`src/sv/tir_pkg.sv`:
```
// ============================================================================
// tir_pkg: shared types and constants for the TFTP image block reassembler
// Item classes, result status codes, register map and reset values.
// ============================================================================
package tir_pkg;

    // Register map (index = paddr[3:2])
    localparam int          REG_ADDR_W      = 4;
    localparam logic [1:0]  REG_CAPACITY    = 2'd0;
    localparam logic [1:0]  REG_BLOCK_SIZE  = 2'd1;
    localparam logic [1:0]  REG_HEADER_LEN  = 2'd2;

    localparam logic [15:0] BLOCK_SIZE_RST  = 16'd1450;
    localparam logic [11:0] HEADER_LEN_RST  = 12'd595;
    localparam logic [31:0] CAPACITY_RST    = 32'd0;

    localparam int          RETRY_LIMIT_DEF = 10;
    localparam int          QUEUE_DEPTH_DEF = 2;

    localparam logic [7:0]  OPCODE_DATA     = 8'h03;
    localparam logic [7:0]  MARK_HI         = 8'hFF;
    localparam logic [7:0]  MARK_LO         = 8'hD8;

    typedef enum logic [2:0] {
        ST_CONT   = 3'd0,
        ST_DONE   = 3'd1,
        ST_OOM    = 3'd2,
        ST_RETRY  = 3'd3,
        ST_RXFAIL = 3'd4
    } t_status;

    typedef enum logic [1:0] {
        K_START = 2'd0,
        K_FAIL  = 2'd1,
        K_RETRY = 2'd2,
        K_DATA  = 2'd3
    } t_kind;

    typedef struct packed {
        logic [31:0] capacity;
        logic [15:0] block_size;
        logic [11:0] header_length;
    } t_cfg;

    // Classified item, front to back
    typedef struct packed {
        t_kind       kind;
        logic [15:0] blk;
        logic [15:0] plen;
        logic        strip;   // payload starts with the JPEG SOI marker
        logic        short_blk;
        logic [31:0] base;    // (blk-1)*block_size mod 2^32
    } t_cmd;

    typedef struct packed {
        t_status     status;
        logic        send_ack;
        logic [15:0] ack_block;
        logic        copy_enable;
        logic [31:0] dest_offset;
        logic [1:0]  source_skip;
        logic [15:0] copy_length;
        logic        first_block;
        logic [31:0] total_size;
    } t_result;

endpackage

```
`src/sv/tir_fifo.sv`:
```
// ============================================================================
// tir_fifo: small register queue
// Count-based FIFO, one push (while not full) and one pop (while not empty) per cycle.
// ============================================================================
module tir_fifo
    import tir_pkg::*;
#(
    parameter int  DEPTH  = QUEUE_DEPTH_DEF,
    parameter type t_data = logic
) (
    input  logic  i_clk,
    input  logic  i_rst_n,
    input  logic  i_push,
    input  t_data i_data,
    output logic  o_full,
    input  logic  i_pop,
    output t_data o_data,
    output logic  o_empty
);
    localparam int AW = (DEPTH > 1) ? $clog2(DEPTH) : 1;
    localparam int CW = $clog2(DEPTH + 1);

    t_data          r_mem [DEPTH];
    logic [AW-1:0]  r_wr_ptr, r_rd_ptr;
    logic [CW-1:0]  r_count;
    logic           w_do_push, w_do_pop;

    assign o_full    = (r_count == CW'(DEPTH));
    assign o_empty   = (r_count == '0);
    assign w_do_push = i_push && !o_full;
    assign w_do_pop  = i_pop && !o_empty;
    assign o_data    = r_mem[r_rd_ptr];

    always_ff @(posedge i_clk) begin
        if (w_do_push) begin
            r_mem[r_wr_ptr] <= i_data;
        end
    end

    always_ff @(posedge i_clk) begin
        if (!i_rst_n) begin
            r_wr_ptr <= '0;
            r_rd_ptr <= '0;
            r_count  <= '0;
        end else begin
            if (w_do_push) begin
                r_wr_ptr <= (r_wr_ptr == AW'(DEPTH - 1)) ? '0 : r_wr_ptr + 1'b1;
            end
            if (w_do_pop) begin
                r_rd_ptr <= (r_rd_ptr == AW'(DEPTH - 1)) ? '0 : r_rd_ptr + 1'b1;
            end
            case ({w_do_push, w_do_pop})
                2'b10:   r_count <= r_count + 1'b1;
                2'b01:   r_count <= r_count - 1'b1;
                default: r_count <= r_count;
            endcase
        end
    end

endmodule

```
`src/sv/tir_cfg.sv`:
```
// ============================================================================
// tir_cfg: configuration registers
// APB-style register file: capacity, block size, header length.
// ============================================================================
module tir_cfg
    import tir_pkg::*;
(
    input  logic                  i_clk,
    input  logic                  i_rst_n,
    input  logic                  psel,
    input  logic                  penable,
    input  logic                  pwrite,
    input  logic [REG_ADDR_W-1:0] paddr,
    input  logic [31:0]           pwdata,
    output logic [31:0]           prdata,
    output logic                  pready,
    output t_cfg                  o_cfg
);
    t_cfg       r_cfg;
    logic       w_wr;
    logic [1:0] w_idx;

    assign pready = 1'b1;
    assign w_wr   = psel && penable && pwrite;
    assign w_idx  = paddr[3:2];
    assign o_cfg  = r_cfg;

    always_ff @(posedge i_clk) begin
        if (!i_rst_n) begin
            r_cfg.capacity      <= CAPACITY_RST;
            r_cfg.block_size    <= BLOCK_SIZE_RST;
            r_cfg.header_length <= HEADER_LEN_RST;
        end else if (w_wr) begin
            case (w_idx)
                REG_CAPACITY:   r_cfg.capacity      <= pwdata;
                REG_BLOCK_SIZE: r_cfg.block_size    <= pwdata[15:0];
                REG_HEADER_LEN: r_cfg.header_length <= pwdata[11:0];
                default:        r_cfg <= r_cfg;
            endcase
        end
    end

    always_comb begin
        case (w_idx)
            REG_CAPACITY:   prdata = r_cfg.capacity;
            REG_BLOCK_SIZE: prdata = {16'd0, r_cfg.block_size};
            REG_HEADER_LEN: prdata = {20'd0, r_cfg.header_length};
            default:        prdata = 32'd0;
        endcase
    end

endmodule

```
`src/sv/tir_front.sv`:
```
// ============================================================================
// tir_front: item classifier
// Sorts items into start/fail/retry/data and precomputes the block base.
// ============================================================================
module tir_front
    import tir_pkg::*;
(
    input  logic        i_operation,
    input  logic        i_receive_failed,
    input  logic [7:0]  i_opcode_byte,
    input  logic [15:0] i_block_number,
    input  logic [15:0] i_payload_length,
    input  logic [7:0]  i_payload_byte0,
    input  logic [7:0]  i_payload_byte1,
    input  t_cfg        i_cfg,
    output t_cmd        o_cmd
);
    logic signed [16:0] w_blk_m1;
    logic signed [16:0] w_bs;
    logic signed [33:0] w_prod;

    // blk-1 as signed so block zero wraps correctly mod 2^32
    assign w_blk_m1 = $signed({1'b0, i_block_number}) - 17'sd1;
    assign w_bs     = $signed({1'b0, i_cfg.block_size});
    assign w_prod   = w_blk_m1 * w_bs;

    always_comb begin
        if (!i_operation) begin
            o_cmd.kind = K_START;
        end else if (i_receive_failed) begin
            o_cmd.kind = K_FAIL;
        end else if (i_opcode_byte != OPCODE_DATA) begin
            o_cmd.kind = K_RETRY;
        end else begin
            o_cmd.kind = K_DATA;
        end
        o_cmd.blk       = i_block_number;
        o_cmd.plen      = i_payload_length;
        o_cmd.strip     = (i_payload_length >= 16'd2) && (i_payload_byte0 == MARK_HI)
                          && (i_payload_byte1 == MARK_LO);
        o_cmd.short_blk = (i_payload_length < i_cfg.block_size);
        o_cmd.base      = w_prod[31:0];
    end

endmodule

```
`src/sv/tir_back.sv`:
```
// ============================================================================
// tir_back: transfer state and result builder
// Holds the byte count, strip offset, retry count and finished mark.
// ============================================================================
module tir_back
    import tir_pkg::*;
#(
    parameter int RETRY_LIMIT = RETRY_LIMIT_DEF
) (
    input  logic    i_clk,
    input  logic    i_rst_n,
    input  t_cfg    i_cfg,
    input  t_cmd    i_cmd,
    input  logic    i_cmd_valid,
    output logic    o_cmd_pop,
    input  logic    i_res_full,
    output logic    o_res_push,
    output t_result o_res
);
    logic [31:0] r_bytes, n_bytes;
    logic [31:0] r_strip, n_strip;
    logic [3:0]  r_retry, n_retry;
    logic        r_finished, n_finished;

    logic        w_fire;
    logic        w_has_res;
    logic [33:0] w_need;
    logic        w_ovf;
    logic [3:0]  w_retry_inc;

    assign w_fire      = i_cmd_valid && !i_res_full;
    assign o_cmd_pop   = w_fire;
    assign o_res_push  = w_fire && w_has_res;
    assign w_retry_inc = r_retry + 4'd1;
    assign w_need      = 34'(i_cmd.plen) + 34'(r_bytes) + 34'(i_cfg.header_length);
    assign w_ovf       = (w_need > 34'(i_cfg.capacity));

    always_comb begin
        n_bytes    = r_bytes;
        n_strip    = r_strip;
        n_retry    = r_retry;
        n_finished = r_finished;
        w_has_res  = 1'b0;
        o_res      = '0;
        o_res.status = ST_CONT;

        if (i_cmd.kind == K_START) begin
            n_bytes    = '0;
            n_strip    = '0;
            n_retry    = '0;
            n_finished = 1'b0;
        end else if (!r_finished) begin
            w_has_res = 1'b1;
            case (i_cmd.kind)
                K_FAIL: begin
                    o_res.status = ST_RXFAIL;
                    n_finished   = 1'b1;
                end
                K_RETRY: begin
                    n_retry = w_retry_inc;
                    if (w_retry_inc >= 4'(RETRY_LIMIT)) begin
                        o_res.status = ST_RETRY;
                        n_finished   = 1'b1;
                    end
                end
                K_DATA: begin
                    o_res.send_ack    = 1'b1;
                    o_res.ack_block   = i_cmd.blk;
                    o_res.first_block = (i_cmd.blk == 16'd1);
                    if (w_ovf) begin
                        o_res.status = ST_OOM;
                        n_finished   = 1'b1;
                    end else begin
                        o_res.copy_enable = 1'b1;
                        o_res.dest_offset = i_cmd.base - r_strip;
                        if (i_cmd.strip) begin
                            o_res.source_skip = 2'd2;
                            o_res.copy_length = i_cmd.plen - 16'd2;
                            n_strip           = r_strip + 32'd2;
                        end else begin
                            o_res.copy_length = i_cmd.plen;
                        end
                        n_bytes = r_bytes + 32'(o_res.copy_length);
                        if (i_cmd.short_blk) begin
                            o_res.status = ST_DONE;
                            n_finished   = 1'b1;
                        end
                    end
                end
                default: begin
                    w_has_res = 1'b0;
                end
            endcase
        end
        o_res.total_size = 32'(i_cfg.header_length) + n_bytes;
    end

    always_ff @(posedge i_clk) begin
        if (!i_rst_n) begin
            r_bytes    <= '0;
            r_strip    <= '0;
            r_retry    <= '0;
            r_finished <= 1'b1;
        end else if (w_fire) begin
            r_bytes    <= n_bytes;
            r_strip    <= n_strip;
            r_retry    <= n_retry;
            r_finished <= n_finished;
        end
    end

    // A copy is only ever issued for an acknowledged DATA packet
    a_copy_has_ack: assert property (@(posedge i_clk) disable iff (!i_rst_n)
        o_res_push && o_res.copy_enable |-> o_res.send_ack)
        else $error("copy without ack");

    // Any terminal status leaves the transfer finished
    a_term_finishes: assert property (@(posedge i_clk) disable iff (!i_rst_n)
        o_res_push && (o_res.status != ST_CONT) |=> r_finished)
        else $error("terminal status did not finish transfer");

    // Out of memory never comes with a copy
    a_oom_no_copy: assert property (@(posedge i_clk) disable iff (!i_rst_n)
        o_res_push && (o_res.status == ST_OOM) |-> !o_res.copy_enable)
        else $error("copy issued on overflow");

    // A start clears the transfer state
    a_start_clears: assert property (@(posedge i_clk) disable iff (!i_rst_n)
        w_fire && (i_cmd.kind == K_START) |=> !r_finished && (r_bytes == '0)
        && (r_strip == '0) && (r_retry == '0))
        else $error("start did not clear state");

    // No result while finished, except none from a start
    a_no_res_when_done: assert property (@(posedge i_clk) disable iff (!i_rst_n)
        r_finished |-> !o_res_push)
        else $error("result while transfer finished");

endmodule

```
`src/sv/tftp_image_block_reassembler.sv`:
```
// ============================================================================
// tftp_image_block_reassembler: TFTP DATA receive and image reassembly
// Turns packet header summaries into ACK requests and copy commands.
// ============================================================================
// Throughput is one item per clock while full is low: the classifier and
// the block-base multiply (one 17x17 product) sit in front of a small
// command queue, and the back end updates the transfer counters as it pops
// each item, so a new item can be pushed every cycle while results drain.
// An item that yields a result is written to the command queue, then the
// back end pushes its result into the result queue, from which it shows on
// the result ports. Push stalls (full) only when the command queue is full,
// which happens when the result queue is full and pop is held low.
// Start items and packets seen after a transfer finished produce no result.
// Configuration registers sit at byte offsets 0 (buffer_capacity),
// 4 (block_size) and 8 (header_length); write them only while no item is in
// flight.
// ============================================================================
module tftp_image_block_reassembler
    import tir_pkg::*;
#(
    parameter int RETRY_LIMIT = RETRY_LIMIT_DEF,
    parameter int QUEUE_DEPTH = QUEUE_DEPTH_DEF
) (
    input  logic                  i_clk,
    input  logic                  i_rst_n,

    // config port
    input  logic                  psel,
    input  logic                  penable,
    input  logic                  pwrite,
    input  logic [REG_ADDR_W-1:0] paddr,
    input  logic [31:0]           pwdata,
    output logic [31:0]           prdata,
    output logic                  pready,

    // item input
    input  logic                  push,
    output logic                  full,
    input  logic                  i_operation,
    input  logic                  i_receive_failed,
    input  logic [7:0]            i_opcode_byte,
    input  logic [15:0]           i_block_number,
    input  logic [15:0]           i_payload_length,
    input  logic [7:0]            i_payload_byte0,
    input  logic [7:0]            i_payload_byte1,

    // result output
    output logic                  empty,
    input  logic                  pop,
    output logic [2:0]            o_status,
    output logic                  o_send_ack,
    output logic [15:0]           o_ack_block,
    output logic                  o_copy_enable,
    output logic [31:0]           o_dest_offset,
    output logic [1:0]            o_source_skip,
    output logic [15:0]           o_copy_length,
    output logic                  o_first_block,
    output logic [31:0]           o_total_size
);
    t_cfg    w_cfg;
    t_cmd    w_cmd_in, w_cmd_out;
    logic    w_cmd_empty, w_cmd_pop;
    t_result w_res_in, w_res_out;
    logic    w_res_push, w_res_full;

    tir_cfg u_cfg (
        .i_clk   (i_clk),
        .i_rst_n (i_rst_n),
        .psel    (psel),
        .penable (penable),
        .pwrite  (pwrite),
        .paddr   (paddr),
        .pwdata  (pwdata),
        .prdata  (prdata),
        .pready  (pready),
        .o_cfg   (w_cfg)
    );

    // Front: classify and precompute the block base
    tir_front u_front (
        .i_operation      (i_operation),
        .i_receive_failed (i_receive_failed),
        .i_opcode_byte    (i_opcode_byte),
        .i_block_number   (i_block_number),
        .i_payload_length (i_payload_length),
        .i_payload_byte0  (i_payload_byte0),
        .i_payload_byte1  (i_payload_byte1),
        .i_cfg            (w_cfg),
        .o_cmd            (w_cmd_in)
    );

    // Command queue decouples front from back
    tir_fifo #(
        .DEPTH  (QUEUE_DEPTH),
        .t_data (t_cmd)
    ) u_cmd_q (
        .i_clk   (i_clk),
        .i_rst_n (i_rst_n),
        .i_push  (push),
        .i_data  (w_cmd_in),
        .o_full  (full),
        .i_pop   (w_cmd_pop),
        .o_data  (w_cmd_out),
        .o_empty (w_cmd_empty)
    );

    // Back: transfer state, one command per cycle unless the result queue is full
    tir_back #(
        .RETRY_LIMIT (RETRY_LIMIT)
    ) u_back (
        .i_clk       (i_clk),
        .i_rst_n     (i_rst_n),
        .i_cfg       (w_cfg),
        .i_cmd       (w_cmd_out),
        .i_cmd_valid (!w_cmd_empty),
        .o_cmd_pop   (w_cmd_pop),
        .i_res_full  (w_res_full),
        .o_res_push  (w_res_push),
        .o_res       (w_res_in)
    );

    // Result queue: back keeps working while the consumer stalls
    tir_fifo #(
        .DEPTH  (QUEUE_DEPTH),
        .t_data (t_result)
    ) u_res_q (
        .i_clk   (i_clk),
        .i_rst_n (i_rst_n),
        .i_push  (w_res_push),
        .i_data  (w_res_in),
        .o_full  (w_res_full),
        .i_pop   (pop),
        .o_data  (w_res_out),
        .o_empty (empty)
    );

    assign o_status      = w_res_out.status;
    assign o_send_ack    = w_res_out.send_ack;
    assign o_ack_block   = w_res_out.ack_block;
    assign o_copy_enable = w_res_out.copy_enable;
    assign o_dest_offset = w_res_out.dest_offset;
    assign o_source_skip = w_res_out.source_skip;
    assign o_copy_length = w_res_out.copy_length;
    assign o_first_block = w_res_out.first_block;
    assign o_total_size  = w_res_out.total_size;

endmodule
```
`config.mk`:
```
export PLATFORM = sky130hd
export DESIGN_NAME = tftp_image_block_reassembler
export DESIGN_NICKNAME = d
export VERILOG_FILES = /design/src/sv/tir_pkg.sv /design/src/sv/tir_fifo.sv /design/src/sv/tir_cfg.sv /design/src/sv/tir_front.sv /design/src/sv/tir_back.sv /design/src/sv/tftp_image_block_reassembler.sv
export SDC_FILE = /design/constraint.sdc
export NUM_CORES = 2
export LEC_CHECK = 0
export BUFFER_PORTS_ARGS = -buffer_cell sky130_fd_sc_hd__buf_2
export CORE_ASPECT_RATIO = 1.2
export CORE_MARGIN = 10
export CORE_UTILIZATION = 39
export CTS_CLUSTER_DIAMETER = 150
export DETAILED_ROUTE_END_ITERATION = 7
export PLACE_DENSITY_LB_ADDON = 0.25
export SETUP_SLACK_MARGIN = 0.2
export SLEW_MARGIN = 20
export SYNTH_ARGS = -nofsm -noshare
export SYNTH_HDL_FRONTEND = slang
export SYNTH_HIERARCHICAL = 1
export SYNTH_SLANG_ARGS = --single-unit
```
`constraint.sdc`:
```
create_clock -name i_clk -period 12.2 [get_ports i_clk]
set_input_delay 1.83 -clock i_clk [delete_from_list [all_inputs] [get_ports i_clk]]
set_output_delay 1.83 -clock i_clk [all_outputs]
set_load 0.02 [all_outputs]
```
==> impl_metrics.toml <==
[run_status]
status = "complete, no violations"

[routing]
routed_wl_um = 101000
vias = 26300
drtAntennaViolNets = 0
vias_per_cell = 5.21
wl_per_cell_um = 20.1
first_pass_iters = 7
drc = 0
drt_iter0_markers = 2023

[placed_design]
portBuffers = 236
gp_congestion = 0.910
dp_hpwl_um = 78300

[finish]
fill_cells = 9058
ff_latch_area_mm2 = 0.0131
multi_input_area_mm2 = 0.0211
nNetsFinal = 4353
areaGrowthSynthToFinish_pct = 10.3
drive_gt1_share_pct = 15.4
fin_util_pct = 43.4

[critical_path]
crit_path_end_kind = "flop"
crit_required_ps = 12530
startpoint_type = "input port"
worstSetupPathType = "input port to flop"
cp_data_arrival_time_ps = 10850
path_max_fanout = 17
slowest_stage = "nor3_2"
max_stage_delay_ps = 660

[synth]
yosys_warnings = 6
synth_top_area_cell = "edfxtp_1"
yosys-top-cells-count = "486 x inv_1, 347 x nand2_1, 344 x edfxtp_1, 283 x fa_1, 249 x nor2_1"
synth_top_family_by_area = "adder cells"
synth_area_mm2 = 0.0369
syn_nets = 4198
synthSimpleGateAreaFrac_pct = 13.9
synth_fa_ha_area_share_pct = 22.7
synth-compound-area-share_pct = 8.19
ys_types = 107
synth-edff-count = 344
syn_avg_cell_area_um2 = 10.3
synth_most_common_cell = "inv_1"
netlist_top_cells_area = "edfxtp_1 28%, fa_1 15%, dfxtp_1 7.5%"
synth_mux_area_share_pct = 7.37
ys_ff_latch = 482
syn_inst = 3596
synth_ff_type = "edfxtp_1"
synth_xor_area_share_pct = 4.79
async_flop_share_pct = 0
post-synth-top-area-fraction_pct = 28.0
yosysSeqAreaShare_pct = 35.5

[global_routing]
grt_util_all_layers_pct = 18.6
grt_max_degree = 82
grt_pass1_wl_um = 156000
overflow = 0
grt_pass1_vias = 26300
antenna_found_initial = 12

[clocking]
path_clk_slew_ps = 60
cts_buffer_depth = 3
cts_resized = 0
cts_tree = "yes"
cts_buffers = 50
worst_skew_pair.late_latency_ps = 610
cts_sinks = 482
cts_htree_levels = 2
cts_setup_buffers = 0
cts-hold-fix-buffers = 0
cts_root_buf = "clkbuf_16"

[sta]
tightest_slew_ps = 1210
layout_min_cycle_time_ps = 10510
drv_slew = 0
tns_ps = 0
slew_headroom_pct = 18.9
period_share_pct = 86.2
hold_viol_final = 0
max_freq_mhz = 95.1
skew_ps = 28.4
finalSetupViolations = 0
rsz0062_at_grt = "no"

[job]
maxCapViolations = 0

[power]
p_leak_nw = 17.1
power.density_mw_per_mm2 = 182
power_mw = 7.39
ir_drop_mv = 0.184

[floorplan]
die_height_um = 357
num_rows = 123
fp.coreArea_mm2 = 0.0939
io_pins = 240
start_util_pct = 39.3
die_w_um = 301
dieArea_mm2 = 0.107

[hold_path]
hold_path.class = "flop to flop"
-- final cells by class --
class / count / share of cell area, %
clock inverters: 33 / 0.790
flip-flops and latches: 482 / 32.2
clock buffers: 61 / 3.36
diodes: 4 / 0.0246
well taps: 1250 / 3.84
multi-input cells: 2456 / 51.8
repair buffers: 266 / 3.47
inverters: 495 / 4.57
-- logic make-up (layout without fill, tap and decap cells) --
logic type / count (synthesis) / count (layout)
AND/OR/NAND/NOR: 1045 / 1045
buffers and inverters: 658 / 855
adder cells (fa/ha/maj): 501 / 501
flip-flops: 482 / 482
AO/OA/AOI/OAI: 457 / 457
multiplexers: 250 / 250
XOR/XNOR: 200 / 200
other: 3 / 7
-- layout by cell type, fill, tap and decap left out, types with 53 or more instances in the layout --
| cell type | n |
|---|---|
| ha_1 | 217 |
| edfxtp_1 | 344 |
| buf_2 | 235 |
| inv_1 | 484 |
| mux2_2 | 174 |
| and2_1 | 81 |
| fa_1 | 283 |
| dfxtp_1 | 136 |
| and3_1 | 56 |
| nor3_1 | 55 |
| a21oi_1 | 135 |
| xnor2_1 | 145 |
| mux2i_1 | 76 |
| nand2_1 | 347 |
| o21ai_0 | 89 |
| clkbuf_16 | 53 |
| nor2_1 | 249 |
-- path summary, 6_finish.rpt --
kind	cells after the start	slack [ps]	endpoint	from
hold / removal	2	480	u_cfg/o_cfg[53]$_SDFFE_PN0P_	u_cfg/o_cfg[53]$_SDFFE_PN0P_
setup / recovery	28	1690	u_cmd_q/r_mem[0][31]$_DFFE_PP_	i_block_number[0]
hold reg to reg	2	480	u_cfg/o_cfg[53]$_SDFFE_PN0P_	u_cfg/o_cfg[53]$_SDFFE_PN0P_
setup reg to reg	34	1820	u_res_q/r_mem[1][23]$_DFFE_PP_	flop
-- state kept, by name, indices dropped and copies added (netlist names), named ones only --
| signal | flops |
|---|---|
| u_back/r_strip | 31 |
| u_cmd_q/r_mem | 136 |
| u_res_q/r_mem | 208 |
| u_res_q/r_wr_ptr | 1 |
| u_back/r_retry | 4 |
| u_cmd_q/r_wr_ptr | 1 |
| u_res_q/r_rd_ptr | 1 |
| u_cmd_q/r_rd_ptr | 1 |
| u_back/r_finished | 1 |
| u_cmd_q/r_count | 2 |
| u_cfg/o_cfg | 60 |
| u_res_q/r_count | 2 |
| u_back/r_bytes | 32 |
-- worst max-delay path, delay by kind of cell --
kind	cells	cell delay [ps]
adders and majority gates	8	3550
and+or+nand+nor	8	3190
buffers and inverters	8	1340
AOI/OAI and AO/OA	3	750
xor gates and xnor gates	1	120
-- through the flow --
| step | area (um2) | instances | setup WS (ps) | hold WS, ps |
|---|---|---|---|---|
| final | 40700 | 5047 | 1690 | 476 |
| after global routing | 40700 | 5045 | 1030 | 498 |
| after CTS | 40700 | 5043 | 1820 | 472 |
| after detailed placement | 39000 | 4949 | 1210 | 460 |
| after global placement | 39000 | 4949 | 1360 | 456 |
| after floorplan | 36900 | 3596 | 2850 | 443 |
-- per-layer routing --
layer / part of all wire (%) / up-vias / track usage (%)
li1: - / 12400 / -
met1: 45 / 12900 / 25.5
met2: 46 / 782 / 29.9
met3: 6.3 / 159 / 3.23
met4: 3.0 / 6 / 5.57
met5: 0.028 / - / 0
-- power by group --
part / switching, mW / internal [mW] / leakage, nW
sequential: 0.0588 / 2.08 / 4.26
combinational: 2.27 / 1.41 / 12.0
clock: 0.670 / 0.908 / 0.824
No activity file was read; power rests on OpenSTA's default activity.
